===== config.mk =====
export PLATFORM = sky130hd
export DESIGN_NAME = vgwa_queue
export DESIGN_NICKNAME = d
export VERILOG_FILES = /design/src/rtl/core/vgwa_pkg.sv /design/src/rtl/core/vgwa_queue.sv
export SDC_FILE = /design/constraint.sdc
export NUM_CORES = 1
export LEC_CHECK = 0
export ABC_AREA = 1
export BUFFER_PORTS_ARGS = -buffer_cell sky130_fd_sc_hd__buf_2
export CAP_MARGIN = 0
export CORE_AREA = 8 8 71 89
export DETAILED_ROUTE_END_ITERATION = 10
export DIE_AREA = 0 0 79 97
export GPL_ROUTABILITY_DRIVEN = 0
export GPL_TIMING_DRIVEN = 1
export HOLD_SLACK_MARGIN = 0.05
export PLACE_DENSITY = 0.88
export SETUP_SLACK_MARGIN = 0.5
export SYNTH_ARGS = -nofsm -noshare
export SYNTH_HDL_FRONTEND = slang
export SYNTH_SLANG_ARGS = --single-unit

===== constraint.sdc =====
create_clock -name clk -period 3.9 [get_ports clk]
set_input_delay 0 -clock clk [delete_from_list [all_inputs] [get_ports clk]]
set_output_delay 0 -clock clk [all_outputs]
set_load 0.05 [all_outputs]

===== src/rtl/core/vgwa_pkg.sv =====
// ---------------------------------------------------------------------------
// Voxel grid weight accumulator package
// Shared constants, codes and types for the front end, the request queue
// and the cell store of the voxel grid weight accumulator.
// ---------------------------------------------------------------------------
`default_nettype none

package vgwa_pkg;

    // Grid geometry.
    localparam int DIVS       = 32;
    localparam int HALF       = DIVS / 2;
    localparam int AXIS_BITS  = $clog2(DIVS);
    localparam int CELL_COUNT = DIVS * DIVS * DIVS;
    localparam int CELL_BITS  = $clog2(CELL_COUNT);

    // Field widths.
    localparam int COORD_W  = 32;
    localparam int WEIGHT_W = 16;
    localparam int VALUE_W  = 32;
    localparam int INDEX_W  = 15;
    localparam int CFG_IDX_W = 3;

    // Request kinds.
    typedef enum logic {
        REQ_ACCUM = 1'b0,
        REQ_READ  = 1'b1
    } req_t;

    // Configuration register indexes.
    localparam logic [CFG_IDX_W-1:0] CFG_CENTRE_X   = 3'd0;
    localparam logic [CFG_IDX_W-1:0] CFG_CENTRE_Y   = 3'd1;
    localparam logic [CFG_IDX_W-1:0] CFG_CENTRE_Z   = 3'd2;
    localparam logic [CFG_IDX_W-1:0] CFG_EXTENT_MIN = 3'd3;
    localparam logic [CFG_IDX_W-1:0] CFG_EXTENT_MAX = 3'd4;
    localparam logic [CFG_IDX_W-1:0] CFG_CELL_SCALE = 3'd5;

    // Register file contents as seen by the front end.
    typedef struct packed {
        logic signed [COORD_W-1:0] centre_x;
        logic signed [COORD_W-1:0] centre_y;
        logic signed [COORD_W-1:0] centre_z;
        logic signed [COORD_W-1:0] extent_min;
        logic signed [COORD_W-1:0] extent_max;
        logic        [COORD_W-1:0] cell_scale;
    } cfg_t;

    // One classified request travelling from the front end to the back end.
    typedef struct packed {
        req_t                 req_type;
        logic                 in_grid;
        logic [CELL_BITS-1:0] cell_idx;
        logic [WEIGHT_W-1:0]  weight;
    } q_entry_t;

endpackage : vgwa_pkg

`default_nettype wire


===== src/rtl/core/vgwa_queue.sv =====
// ---------------------------------------------------------------------------
// Voxel grid request queue
// Two-entry queue of classified requests between the front end and the
// cell store, so that each side can stall on its own.
// ---------------------------------------------------------------------------
`default_nettype none

module vgwa_queue
    import vgwa_pkg::*;
(
    input  wire logic     clk,
    input  wire logic     rst_n,
    input  wire logic     push,
    input  wire q_entry_t push_entry,
    output logic          full,
    input  wire logic     pop,
    output q_entry_t      pop_entry,
    output logic          empty
);

    q_entry_t   slot_reg [2];
    logic       wr_ptr_reg;
    logic       rd_ptr_reg;
    logic [1:0] count_reg;
    logic       do_push;
    logic       do_pop;

    assign full      = (count_reg == 2'd2);
    assign empty     = (count_reg == 2'd0);
    assign do_push   = push && !full;
    assign do_pop    = pop && !empty;
    assign pop_entry = slot_reg[rd_ptr_reg];

    // Entry storage.
    always_ff @(posedge clk)
    begin
        if (do_push)
            slot_reg[wr_ptr_reg] <= push_entry;
    end

    // Pointers and fill count.
    always_ff @(posedge clk or negedge rst_n)
    begin
        if (!rst_n)
        begin
            wr_ptr_reg <= 1'b0;
            rd_ptr_reg <= 1'b0;
            count_reg  <= 2'd0;
        end
        else
        begin
            if (do_push)
                wr_ptr_reg <= ~wr_ptr_reg;
            if (do_pop)
                rd_ptr_reg <= ~rd_ptr_reg;
            if (do_push && !do_pop)
                count_reg <= count_reg + 2'd1;
            else if (do_pop && !do_push)
                count_reg <= count_reg - 2'd1;
        end
    end

endmodule : vgwa_queue

`default_nettype wire


==> results of run 1 <==
## how the worst max path moves through the flow
stage | startpoint | to | slack (ns) | cells past startpoint
floorplan | count_reg[1] | slot_reg[1][0] | 1.49 | 3
global placement | count_reg[1] | slot_reg[0][0] | 1.93 | 5
detailed placement | count_reg[1] | slot_reg[0][27] | 1.81 | 5
CTS | count_reg[1] | slot_reg[0][27] | 1.79 | 5
global route | count_reg[1] | slot_reg[0][0] | 1.60 | 5
finish | count_reg[1] | slot_reg[0][7] | 1.77 | 5
## kinds of logic after synthesis
kind of cell / share of synthesized area [%]
buf+inv: 3.17
simple gates: 16.8
fa+ha+maj: 0.474
xor+xnor: 0.332
flops: 78.8
compound gates: 0.379
## Yosys cell counts, drive strengths merged
cell type,n,area share [%]
nand2,108,15
edfxtp,66,75
inv,8,1.1
buf,7,2.0
dfrtp,4,3.8
nor2,4,0.76
o21ai,2,0.38
ha,1,0.47
nand3,1,0.19
nand3b,1,0.28
nand4,1,0.24
xnor2,1,0.33
## where the power goes
group,leakage [nW],internal [mW],switching [mW]
Clock,0.113,0.424,0.261
Combinational,0.829,0.283,1.11
Sequential,0.662,1.03,0.0560
Total,1.60,1.74,1.43
## metal layers
| metal | wire [um] | up-vias | GRT usage (%) |
|---|---|---|---|
| met2 | 3190 | 56 | 28.3 |
| met4 | 170 | 0 | 10.2 |
| met3 | 272 | 14 | 4.17 |
| li1 | - | 903 | - |
| met5 | 0 | - | 0 |
| met1 | 2140 | 857 | 16.6 |
## through the flow
stage	std cells	power (mW)	setup WS (ns)	area, um2
3_3_place_gp	331	2.44	1.93	3040
4_1_cts	384	3.18	1.79	3640
2_1_floorplan	204	2.17	1.49	2640
5_1_grt	385	3.33	1.60	3650
3_5_place_dp	331	2.47	1.81	3040
6_report	385	3.17	1.77	3650
## repair_timing
item | CTS | global route
setup buffers | 0 | 0
hold buffers | 37 | 0
endpoints found under the hold margin | 72 | 0
resized for setup | 0 | 0
## final cells by class
class | instances | area, um2 | area share [%]
flip-flops and latches | 70 | 2080 | 57.1
repair buffers | 109 | 733 | 20.1
multi-input cells | 119 | 483 | 13.2
clock buffers | 10 | 128 | 3.50
clock inverters | 6 | 110 | 3.02
well taps | 62 | 77.6 | 2.13
inverters | 8 | 30.0 | 0.824
diodes | 1 | 2.50 | 0.0686
==> impl_metrics.json, run 1 <==
{
  "status": "completed",
  "pin_count": 72,
  "grt_start_max_net_pins": 35,
  "clk_latency_ns": 0.33,
  "cp-start-kind": "flop",
  "netlist_area_mm2": 0.00264,
  "mostFrequentLayoutCell": "nand2_1",
  "antenna_found_initial": 1,
  "cp.arrival_ns": 2.08,
  "route.detailed.drc": 0,
  "cts_buffer_depth": 2,
  "synth_cell_type_count": 15,
  "fin_hold_ws_ns": 0.385,
  "start_util_pct": 53.5,
  "crit_required_ns": 3.85,
  "crit_chain": "inv_1, nor2_2, nor2_2, nand2_1, inv_1",
  "rsz0062_at_grt": "no",
  "die_w_um": 79,
  "netlist_instances": 204,
  "synth_nets": 242,
  "rrSetupSlack_ns": 1.77,
  "finClkSkew_ns": 0.00433,
  "dr.first_iter.drc_count": 151,
  "max_slew_margin_pct": 16.5,
  "fin_crit_ns": 2.13,
  "grt_pass1_vias": 2022,
  "routedWlPerCell_um": 15.0,
  "hold_viol_final": 0,
  "numCtsBuffers": 9,
  "finalCritPeriodShare_pct": 54.7,
  "cts.clk_slew.worst_paths_ns": 0.07,
  "area_growth_syn_to_layout_pct": 38.0,
  "dpl.hpwl_um": 3450,
  "nets": 355,
  "worstSetupPathType": "flop to flop",
  "worst_slew_pin_slew_ns": 1.25,
  "slowest_stage": "inv_1",
  "r2r_start": "count_reg[1]",
  "grt_overflow": 0,
  "layout-drive-gt1-share_pct": 28.3,
  "hp-start": "push_entry[1]",
  "synth_area_per_cell_um2": 12.9,
  "endpoint_kind": "flop",
  "r2r_cells": 5,
  "p_leak_nw": 1.60,
  "max_freq_mhz": 469,
  "fillerInstances": 325,
  "synth_seq_cells": 70,
  "grt_pass1_wl_um": 9460,
  "io_buffers": 71,
  "critPathTopFamily": "buffers and inverters",
  "dieHeight_um": 97,
  "hp-class": "primary input to flop",
  "vias_per_cell": 4.75,
  "crit_buf_inv": 2,
  "final-setup-viol-count": 0,
  "clock-sinks": 70,
  "track_usage_pct": 16.3,
  "min_path_cells": 2,
  "final_util_pct": 73.9,
  "hold_end": "slot_reg[0][1]",
  "routed_wl_um": 5770,
  "fin_setup_tns_ns": 0,
  "htree_levels": 3,
  "firstDrtPassIters": 4,
  "yosys_warnings": 0,
  "cts_tree": "yes",
  "final_cell_mix": "108 x nand2_1, 71 x buf_2, 66 x edfxtp_1",
  "path_max_fanout": 33,
  "power_density_mw_per_mm2": 868,
  "slew_viol_final": 0,
  "fp-row-count": 29,
  "ys_seq_area_share_pct": 78.8,
  "ant_nets": 0,
  "max_cap_violations": 0,
  "clock-root-buffer": "clkbuf_8",
  "die-area_mm2": 0.00766,
  "r2r_end": "slot_reg[0][7]",
  "vias": 1830,
  "ir_drop_mv": 0.629,
  "fp.coreArea_mm2": 0.00493,
  "largest_register_ffs": 66,
  "cpPeakStageDelay_ns": 0.91
}
Power figures use the tool's default switching activity.
==> run 2, diff against run 1 <==
Settings changed: CORE_AREA 8 8 71 89 to 8 8 74 92, DIE_AREA 0 0 79 97 to 0 0 82 100, PLACE_DENSITY 0.88 to 0.82.
Clock period 3.9 ns to 2 ns, I/O delays scaled along.
==> run 2 against run 1 <==
Die area up 7.0%. Sequential power up 95%. Worst setup slack worse by 1.2 ns. Final area up 1.3%. Via count up 0.55%. Non-clock buffer count up 7. Total power up 89%. Worst hold slack worse by 0.30 ns. Register-to-register slack worse by 1.2 ns. Combinational power up 110%. Maximum frequency up 50%. Critical path type unchanged. Critical endpoint is now slot_reg[1][14]. Largest power group unchanged.
==> impl_metrics.json, run 2 (same netlist as run 1, synthesis figures left out) <==
{
  "cts.clk_slew.worst_paths_ns": 0.07,
  "hold_viol_final": 0,
  "ant_nets": 0,
  "cts_buffer_depth": 2,
  "cts_tree": "yes",
  "antenna_found_initial": 1,
  "slew_viol_final": 0,
  "cpPeakStageDelay_ns": 0.46,
  "grt_pass1_vias": 1987,
  "grt_most_used_layer": "met2",
  "dieHeight_um": 100,
  "final_cell_mix": "107 x nand2_1, 69 x buf_2, 66 x edfxtp_1",
  "dpl.hpwl_um": 3260,
  "finalPower_mw": 5.97,
  "route.detailed.drc": 0,
  "dr.first_iter.drc_count": 102,
  "clock-sinks": 70,
  "fillerInstances": 383,
  "ir_drop_mv": 1.13,
  "io_buffers": 71,
  "cp-start-kind": "flop",
  "die_w_um": 82,
  "met2_usage_pct": 25.2,
  "track_usage_pct": 14.5,
  "endpoint_kind": "flop",
  "path_max_fanout": 7,
  "seq_area_mm2": 0.00208,
  "fin_setup_tns_ns": 0,
  "vias": 1840,
  "slowest_stage": "dfrtp_2",
  "worst_slew_pin_slew_ns": 0.505,
  "grt_overflow": 0,
  "final-setup-viol-count": 0,
  "numCtsBuffers": 9,
  "use_met1_pct": 14.4,
  "cp.arrival_ns": 1.50,
  "finalCritPeriodShare_pct": 71.1,
  "crit_required_ns": 2.08,
  "layout-drive-gt1-share_pct": 31.2,
  "fp-row-count": 30,
  "vias_per_cell": 4.66,
  "max_slew_margin_pct": 66.1,
  "worstSetupPathType": "flop to flop",
  "pin_count": 72,
  "start_util_pct": 49.6,
  "grt_pass1_wl_um": 8880,
  "area_growth_syn_to_layout_pct": 39.9,
  "max_freq_mhz": 704,
  "routed_wl_um": 5510,
  "fp.coreArea_mm2": 0.00533,
  "mostFrequentLayoutCell": "nand2_1",
  "fin_crit_ns": 1.42,
  "crit_chain": "o21ai_1, nor2_4, buf_4",
  "die-area_mm2": 0.00820,
  "firstDrtPassIters": 4,
  "largest_register_ffs": 66,
  "clock-root-buffer": "clkbuf_8",
  "grt_start_max_net_pins": 35,
  "multi_input_area_um2": 502,
  "htree_levels": 3,
  "max_cap_violations": 0,
  "p_leak_nw": 1.62,
  "hp-class": "primary input to flop",
  "routedWlPerCell_um": 13.9,
  "status": "completed",
  "finClkSkew_ns": 0.00648,
  "nets": 363,
  "clk_latency_ns": 0.32,
  "rsz0062_at_grt": "no",
  "power_density_mw_per_mm2": 1620,
  "grt.met3_usage_pct": 3.67
}
[run 2: changes by cell type in the layout (fill, tap and decap cells not counted), sizes merged, moves of 3 or more]
| cell | previous run | this run |
|---|---|---|
| clkinv | 1 | 4 |
| bufinv | 3 | 0 |
| clkbuf | 10 | 14 |
| buf | 72 | 78 |
[run 2: critical path, delay by kind of cell (launching register included)]
kind | cells | cell delay, ns
AO/OA/AOI/OAI | 1 | 0.45
AND/OR/NAND/NOR | 1 | 0.09
buffers and inverters | 1 | 0.18
flip-flops | 1 | 0.46
[run 2: where the power goes]
group	internal, mW	switching (mW)	leakage [nW]
registers	2.00	0.129	0.660
logic	0.707	2.22	0.876
clock network	0.447	0.461	0.0841
total	3.16	2.81	1.62
[run 2: area by class of cell]
class	count	share of cell area (%)
clock buffers	12	3.66
inverters	8	1.12
flip-flops and latches	70	56.4
diodes	1	0.0677
multi-input cells	120	13.6
repair buffers	116	22.4
well taps	64	2.17
clock inverters	4	0.643
[run 2: final timing paths]
kind                              startpoint               to  slack (ns)  cells past startpoint
worst max-delay path            count_reg[0]  slot_reg[1][14]        0.58                      3
worst min-delay path                    push       wr_ptr_reg        0.08                      5
worst max register to register  count_reg[0]  slot_reg[1][14]        0.58                      3
worst min register to register    wr_ptr_reg       wr_ptr_reg        0.53                      2
max in group asynchronous              rst_n       rd_ptr_reg        1.17                      3
min in group asynchronous              rst_n     count_reg[1]        0.63                      3
[run 2: through the flow]
stage | cell area [um2] | instances | utilization [%] | worst slack [ns] | hold slack (ns)
6_report | 3690 | 395 | 69.3 | 0.579 | 0.0840
3_5_place_dp | 3070 | 334 | 57.6 | 0.158 | -0.184
2_1_floorplan | 2660 | 204 | - | 0.262 | -0.296
3_3_place_gp | 3070 | 334 | 57.6 | 0.187 | -0.185
5_1_grt | 3690 | 395 | 69.3 | 0.497 | 0.0807
4_1_cts | 3670 | 394 | 68.9 | 0.498 | 0.0683
[run 2: layer usage]
layer	up-vias	routed length (um)
li1	922	-
met1	833	1940
met2	69	3020
met3	16	349
met4	0	195
met5	-	0
[run 2: what timing repair did]
item	4_1_cts	5_1_grt
pin swaps	2	0
endpoints found under the hold margin	71	0
resized for setup	4	9
hold buffers	36	0
buffers inserted	7	0
endpoints found under the setup margin	84	34
cloned	1	0
