**config.mk**
```make
export PLATFORM = sky130hd
export DESIGN_NAME = vgwa_front
export DESIGN_NICKNAME = d
export VERILOG_FILES = /design/src/rtl/core/vgwa_pkg.sv /design/src/rtl/core/vgwa_front.sv
export SDC_FILE = /design/constraint.sdc
export NUM_CORES = 2
export LEC_CHECK = 0
export BUFFER_PORTS_ARGS = -buffer_cell sky130_fd_sc_hd__buf_2
export CORE_AREA = 2 2 303 305
export DETAILED_ROUTE_END_ITERATION = 16
export DIE_AREA = 0 0 305 307
export HOLD_SLACK_MARGIN = 0.08
export PLACE_DENSITY_LB_ADDON = 0.2
export RECOVER_POWER = 25
export SETUP_SLACK_MARGIN = 0.1
export SYNTH_ARGS = -nofsm -noshare
export SYNTH_HDL_FRONTEND = slang
export SYNTH_SLANG_ARGS = --single-unit
export TNS_END_PERCENT = 30
```
**constraint.sdc**
```tcl
create_clock -name clk -period 7.55 [get_ports clk]
set_input_delay 1.51 -clock clk [delete_from_list [all_inputs] [get_ports clk]]
set_output_delay 1.51 -clock clk [all_outputs]
set_load 0.005 [all_outputs]
```
**src/rtl/core/vgwa_pkg.sv**
```systemverilog
// ---------------------------------------------------------------------------
// Voxel grid weight accumulator package
// Shared constants, codes and types for the front end, the request queue
// and the cell store of the voxel grid weight accumulator.
// ---------------------------------------------------------------------------
`default_nettype none

package vgwa_pkg;

    // Grid geometry.
    localparam int DIVS       = 32;
    localparam int HALF       = DIVS / 2;
    localparam int AXIS_BITS  = $clog2(DIVS);
    localparam int CELL_COUNT = DIVS * DIVS * DIVS;
    localparam int CELL_BITS  = $clog2(CELL_COUNT);

    // Field widths.
    localparam int COORD_W  = 32;
    localparam int WEIGHT_W = 16;
    localparam int VALUE_W  = 32;
    localparam int INDEX_W  = 15;
    localparam int CFG_IDX_W = 3;

    // Request kinds.
    typedef enum logic {
        REQ_ACCUM = 1'b0,
        REQ_READ  = 1'b1
    } req_t;

    // Configuration register indexes.
    localparam logic [CFG_IDX_W-1:0] CFG_CENTRE_X   = 3'd0;
    localparam logic [CFG_IDX_W-1:0] CFG_CENTRE_Y   = 3'd1;
    localparam logic [CFG_IDX_W-1:0] CFG_CENTRE_Z   = 3'd2;
    localparam logic [CFG_IDX_W-1:0] CFG_EXTENT_MIN = 3'd3;
    localparam logic [CFG_IDX_W-1:0] CFG_EXTENT_MAX = 3'd4;
    localparam logic [CFG_IDX_W-1:0] CFG_CELL_SCALE = 3'd5;

    // Register file contents as seen by the front end.
    typedef struct packed {
        logic signed [COORD_W-1:0] centre_x;
        logic signed [COORD_W-1:0] centre_y;
        logic signed [COORD_W-1:0] centre_z;
        logic signed [COORD_W-1:0] extent_min;
        logic signed [COORD_W-1:0] extent_max;
        logic        [COORD_W-1:0] cell_scale;
    } cfg_t;

    // One classified request travelling from the front end to the back end.
    typedef struct packed {
        req_t                 req_type;
        logic                 in_grid;
        logic [CELL_BITS-1:0] cell_idx;
        logic [WEIGHT_W-1:0]  weight;
    } q_entry_t;

endpackage : vgwa_pkg

`default_nettype wire

```
**src/rtl/core/vgwa_front.sv**
```systemverilog
// ---------------------------------------------------------------------------
// Voxel grid front end
// Accepts a request beat, tests it against the cube and maps each axis of an
// inside point to a cell with one shared offset, multiply and clamp datapath.
// ---------------------------------------------------------------------------
`default_nettype none

module vgwa_front
    import vgwa_pkg::*;
(
    input  wire logic                clk,
    input  wire logic                rst_n,
    input  wire cfg_t                cfg,
    input  wire logic                hold,
    input  wire logic                in_valid,
    output logic                     in_ready,
    input  wire req_t                in_req,
    input  wire logic [COORD_W-1:0]  in_px,
    input  wire logic [COORD_W-1:0]  in_py,
    input  wire logic [COORD_W-1:0]  in_pz,
    input  wire logic [WEIGHT_W-1:0] in_weight,
    output logic                     push,
    output q_entry_t                 push_entry,
    input  wire logic                full
);

    typedef enum logic [2:0] {
        F_IDLE,
        F_OFF,
        F_MUL,
        F_POS,
        F_PUSH
    } fstate_t;

    fstate_t                 state_reg;
    req_t                    req_reg;
    logic [WEIGHT_W-1:0]     weight_reg;
    logic [COORD_W-1:0]      pt_reg [3];
    logic                    inside_reg;
    logic [1:0]              axis_reg;
    logic                    neg_reg;
    logic [COORD_W-1:0]      mag_reg;
    logic [2*COORD_W-1:0]    prod_reg;
    logic [CELL_BITS-1:0]    idx_reg;

    logic                    in_box;
    logic signed [COORD_W-1:0] centre_sel;
    logic [COORD_W:0]        off;
    logic [COORD_W:0]        off_neg;
    logic                    neg_next;
    logic [COORD_W-1:0]      mag_next;
    logic [COORD_W-1:0]      hi;
    logic [COORD_W:0]        ceil_v;
    logic [AXIS_BITS-1:0]    pos;
    logic [CELL_BITS-1:0]    idx_next;

    assign in_ready = (state_reg == F_IDLE) && !hold;

    // Cube test on the raw coordinates of the incoming beat.
    assign in_box = ($signed(in_px) >= cfg.extent_min) && ($signed(in_px) <= cfg.extent_max)
                 && ($signed(in_py) >= cfg.extent_min) && ($signed(in_py) <= cfg.extent_max)
                 && ($signed(in_pz) >= cfg.extent_min) && ($signed(in_pz) <= cfg.extent_max);

    // Offset from the centre for the axis in progress, as sign and magnitude.
    always_comb
    begin
        unique case (axis_reg)
            2'd0:    centre_sel = cfg.centre_x;
            2'd1:    centre_sel = cfg.centre_y;
            default: centre_sel = cfg.centre_z;
        endcase
        off      = {pt_reg[axis_reg][COORD_W-1], pt_reg[axis_reg]}
                 - {centre_sel[COORD_W-1], centre_sel};
        off_neg  = ~off + {{COORD_W{1'b0}}, 1'b1};
        neg_next = off[COORD_W];
        mag_next = neg_next ? off_neg[COORD_W-1:0] : off[COORD_W-1:0];
    end

    // Floor of the scaled offset plus half the grid, clamped to the grid.
    always_comb
    begin
        hi     = prod_reg[2*COORD_W-1:COORD_W];
        ceil_v = {1'b0, hi} + {{COORD_W{1'b0}}, |prod_reg[COORD_W-1:0]};
        if (neg_reg)
        begin
            if (ceil_v >= (COORD_W+1)'(HALF))
                pos = '0;
            else
                pos = AXIS_BITS'((COORD_W+1)'(HALF) - ceil_v);
        end
        else
        begin
            if ({1'b0, hi} >= (COORD_W+1)'(DIVS - 1 - HALF))
                pos = AXIS_BITS'(DIVS - 1);
            else
                pos = AXIS_BITS'((COORD_W+1)'(HALF) + {1'b0, hi});
        end
        idx_next = CELL_BITS'(idx_reg * CELL_BITS'(DIVS)) + CELL_BITS'(pos);
    end

    // Hand-off to the queue.
    assign push                = (state_reg == F_PUSH);
    assign push_entry.req_type = req_reg;
    assign push_entry.in_grid  = inside_reg;
    assign push_entry.cell_idx = idx_reg;
    assign push_entry.weight   = weight_reg;

    // Sequencer: one axis at a time through offset, multiply and clamp.
    always_ff @(posedge clk or negedge rst_n)
    begin
        if (!rst_n)
        begin
            state_reg <= F_IDLE;
            axis_reg  <= '0;
        end
        else
        begin
            unique case (state_reg)
                F_IDLE:
                begin
                    if (in_valid && in_ready)
                    begin
                        req_reg    <= in_req;
                        weight_reg <= in_weight;
                        pt_reg[0]  <= in_px;
                        pt_reg[1]  <= in_py;
                        pt_reg[2]  <= in_pz;
                        inside_reg <= in_box;
                        idx_reg    <= '0;
                        axis_reg   <= '0;
                        state_reg  <= in_box ? F_OFF : F_PUSH;
                    end
                end
                F_OFF:
                begin
                    neg_reg   <= neg_next;
                    mag_reg   <= mag_next;
                    state_reg <= F_MUL;
                end
                F_MUL:
                begin
                    prod_reg  <= mag_reg * cfg.cell_scale;
                    state_reg <= F_POS;
                end
                F_POS:
                begin
                    idx_reg <= idx_next;
                    if (axis_reg == 2'd2)
                    begin
                        state_reg <= F_PUSH;
                    end
                    else
                    begin
                        axis_reg  <= axis_reg + 2'd1;
                        state_reg <= F_OFF;
                    end
                end
                F_PUSH:
                begin
                    if (!full)
                        state_reg <= F_IDLE;
                end
                default:
                begin
                    state_reg <= F_IDLE;
                end
            endcase
        end
    end

endmodule : vgwa_front

`default_nettype wire

```
==> impl_metrics.xml <==
<?xml version="1.0" encoding="UTF-8"?>
<metrics>
  <group name="critical_path">
    <metric name="timing.critical_path.required" unit="ps">7870</metric>
    <metric name="worst_setup_path_end_kind" unit="">flop</metric>
    <metric name="cp_common_cell" unit="">fa_1</metric>
    <metric name="cp-start-kind" unit="">input pin</metric>
    <metric name="crit_type" unit="">in2reg</metric>
    <metric name="critical-path-slowest-cell" unit="">or4_4</metric>
    <metric name="worstPathArrival" unit="ps">8420</metric>
    <metric name="critPathMaxFanout" unit="">9</metric>
    <metric name="worst_path_largest_cell_delay" unit="ps">580</metric>
  </group>
  <group name="yosys">
    <metric name="async_set_reset_flop_share_out_of_synthesis" unit="">0.0216</metric>
    <metric name="combinational_family_with_the_most_area_after_synthesis" unit="">adder cells</metric>
    <metric name="syn-cell-area" unit="um^2">49400</metric>
    <metric name="synth_nets" unit="">6908</metric>
    <metric name="synth-edff-count" unit="">226</metric>
    <metric name="number_of_distinct_library_cells_after_synthesis" unit="">82</metric>
    <metric name="synthCells" unit="">5207</metric>
    <metric name="synthFlopType" unit="">edfxtp_1</metric>
    <metric name="synthSimpleGateAreaFrac" unit="">0.162</metric>
    <metric name="synth.area.top_cells" unit="">fa_1 (36%), edfxtp_1 (14%), ha_1 (13%)</metric>
    <metric name="syn_avg_cell_area" unit="um^2">9.49</metric>
    <metric name="yosys.area_share.adder" unit="">0.488</metric>
    <metric name="synth-warning-count" unit="">0</metric>
    <metric name="yosys.area.top_type" unit="">fa_1</metric>
    <metric name="synth.top_cell.area_share" unit="">0.363</metric>
    <metric name="seq_area_frac_synth" unit="">0.140</metric>
    <metric name="synth_xor_area_frac" unit="">0.0220</metric>
    <metric name="multiplexer_share_of_the_synthesized_area" unit="">0.00990</metric>
    <metric name="synth_compound_area_frac" unit="">0.0832</metric>
    <metric name="yosys_register_bits" unit="">231</metric>
  </group>
  <group name="route">
    <metric name="drt-total-wl" unit="um">142000</metric>
    <metric name="drt-vias-per-instance" unit="">5.57</metric>
    <metric name="wire_per_inst" unit="um">20.4</metric>
    <metric name="first_iter_violations" unit="">1948</metric>
    <metric name="residual_drc" unit="">0</metric>
    <metric name="antenna_violating_nets_post_route" unit="">0</metric>
    <metric name="drt_pre_antenna_iters" unit="">5</metric>
    <metric name="vias" unit="">38600</metric>
  </group>
  <group name="grt">
    <metric name="grt.overflow.total" unit="">0</metric>
    <metric name="antenna_violations_before_repair" unit="">6</metric>
    <metric name="grt_max_degree" unit="">70</metric>
    <metric name="grt_pass1_wl" unit="um">226000</metric>
    <metric name="number_of_global_route_vias_before_repair" unit="">42300</metric>
    <metric name="grtUsageTotal" unit="">0.310</metric>
  </group>
  <group name="cts">
    <metric name="cts_num_sinks" unit="">231</metric>
    <metric name="number_of_hold_buffers_added_after_cts" unit="">0</metric>
    <metric name="clk_root_buffer_cell" unit="">clkbuf_16</metric>
    <metric name="total_clock_buffers_created_by_cts" unit="">24</metric>
    <metric name="h_tree_lvl_count" unit="">1</metric>
    <metric name="clk_latency" unit="ps">570</metric>
    <metric name="clock_tree_from_tritoncts" unit="">done</metric>
    <metric name="path_clk_slew" unit="ps">60</metric>
    <metric name="clock_tree.buffer_depth" unit="">3</metric>
  </group>
  <group name="cells_and_area">
    <metric name="fillers" unit="">7547</metric>
    <metric name="drive_above_1_share" unit="">0.165</metric>
    <metric name="largest_reg_flops" unit="">96</metric>
    <metric name="design.final.nets" unit="">7430</metric>
    <metric name="seq_area" unit="um^2">6910</metric>
    <metric name="multi_input_area" unit="um^2">38900</metric>
    <metric name="relative_area_change_from_synthesis_to_final_layout" unit="%">15.9</metric>
  </group>
  <group name="timing">
    <metric name="hold_violations" unit="">0</metric>
    <metric name="post-route-period-util" unit="">1.07</metric>
    <metric name="timing.hold.ws" unit="ps">536</metric>
    <metric name="final_number_of_setup_violating_endpoints" unit="">30</metric>
    <metric name="slew_headroom" unit="">0.290</metric>
    <metric name="post-route-worst-setup-slack" unit="ps">-545</metric>
    <metric name="max_freq" unit="MHz">124</metric>
    <metric name="tightest_slew" unit="ps">1060</metric>
    <metric name="worst_clock_skew" unit="ps">34.6</metric>
    <metric name="grt_setup_unrepaired" unit="">yes</metric>
    <metric name="maxSlewViolCount" unit="">0</metric>
    <metric name="layout_min_cycle_time" unit="ps">8100</metric>
    <metric name="timing.setup.tns" unit="ps">-7380</metric>
  </group>
  <group name="die">
    <metric name="num_io_pins" unit="">345</metric>
    <metric name="chip_width" unit="um">305</metric>
    <metric name="floorplan.die.height" unit="um">307</metric>
    <metric name="start_util" unit="">0.545</metric>
    <metric name="core" unit="um^2">90700</metric>
    <metric name="row_count" unit="">111</metric>
    <metric name="die_area" unit="um^2">93600</metric>
  </group>
  <group name="worst_hold_path">
    <metric name="hold_path.class" unit="">reg2reg</metric>
  </group>
  <group name="run_status">
    <metric name="outcome" unit="">finished with violations</metric>
    <metric name="violations" unit="">negative setup slack</metric>
  </group>
  <group name="place">
    <metric name="weighted_congestion_at_the_end_of_routability_driven_global_placement" unit="">1.01</metric>
    <metric name="port-buffer-count" unit="">344</metric>
    <metric name="hpwl" unit="um">119000</metric>
  </group>
  <group name="flow_run">
    <metric name="cap_violations" unit="">0</metric>
  </group>
</metrics>
stage by stage:
step / area [um^2] / setup WS, ps / instances / utilization
floorplan: 49900 / -606 / 5207 / -
global placement: 55100 / -1350 / 6856 / 0.608
detailed placement: 55100 / -1470 / 6856 / 0.608
CTS: 57000 / -476 / 6926 / 0.629
global route: 57300 / -744 / 6934 / 0.632
finish: 57300 / -545 / 6937 / 0.632
Yosys cell counts (7+ instances only):
cell      number
xor2_1        52
nand4_1       54
nor3_1        32
a31oi_1       27
nor4_1        28
nor2_1        92
a21o_1        97
edfxtp_1     226
or3_1          9
nand2_1      589
mux2i_1       41
o22ai_1        7
mux2_2         7
and2_1       608
nand2b_1      12
nand3_1       48
and3_1        20
o21bai_1      20
o31ai_1        9
ha_1         494
o21ai_0      117
o211ai_1      15
buf_4         12
inv_1        967
a21oi_1      184
a22o_1        32
or2_2         11
and4_1         9
nor2b_1       23
xnor2_1       72
fa_1         897
clkbuf_1     239
a211oi_1       9
o21a_1        34
final timing paths:
check	depth (start not counted)	start	slack (ps)	to
worst min-delay path	1	idx_reg[7]	540	idx_reg[12]
max in group asynchronous	1	rst_n	6360	axis_reg[0]
worst min register to register	1	idx_reg[7]	540	idx_reg[12]
worst max register to register	26	mag_reg[26]	-190	prod_reg[63]
worst max-delay path	27	cfg[7]	-550	prod_reg[63]
min in group asynchronous	1	rst_n	850	state_reg[2]
critical path, delay by kind of cell:
family | cells | cell delay [ps]
xor+xnor | 1 | 110
compound gates | 5 | 860
buf+inv | 8 | 1070
simple gates | 4 | 930
fa+ha+maj | 9 | 3920
cell usage in the layout (no fill, tap or decap), drive strengths merged, types with 20 or more instances in the layout:
| master | n |
|---|---|
| inv | 969 |
| fa | 897 |
| buf | 658 |
| and2 | 608 |
| nand2 | 589 |
| ha | 494 |
| edfxtp | 226 |
| a21oi | 184 |
| o21ai | 123 |
| clkbuf | 121 |
| a21o | 97 |
| nor2 | 92 |
| xnor2 | 72 |
| nand4 | 54 |
| xor2 | 52 |
| nand3 | 49 |
| mux2i | 41 |
| o21a | 34 |
| nor3 | 34 |
| a22o | 32 |
| nor4 | 29 |
| a31oi | 28 |
| nor2b | 24 |
| o21bai | 20 |
| and3 | 20 |
area by class of cell:
class,instances,share of cell area
multi-input combinational,3748,0.678
antenna,4,0.000175
sequential,231,0.121
clock inverter,17,0.00297
timing repair buffer,756,0.0980
clock buffer,27,0.0107
inverter,968,0.0634
tap,1186,0.0259
per-layer routing:
metal	global-route usage	share of wire	up-vias
met5	0	0	-
met4	0.158	0.060	0
met3	0.0303	0.052	408
met2	0.579	0.52	1283
met1	0.352	0.36	19400
li1	-	-	17500
kinds of logic after synthesis:
family / count (synthesis)
multiplexers: 48
buffers and inverters: 1228
XOR/XNOR: 124
adder cells (fa/ha/maj): 1391
AO/OA/AOI/OAI: 628
AND/OR/NAND/NOR: 1557
flip-flops: 231
what timing repair did:
| action | in CTS | in global routing |
|---|---|---|
| cloned | 6 | 0 |
| pin swaps | 104 | 51 |
| gates resized for setup | 203 | 73 |
| setup buffers | 20 | 7 |
| endpoints found under the setup margin | 38 | 36 |
Power is not shown: default switching activity piles up to over one toggle a cycle in this logic, so the estimate is an artifact.
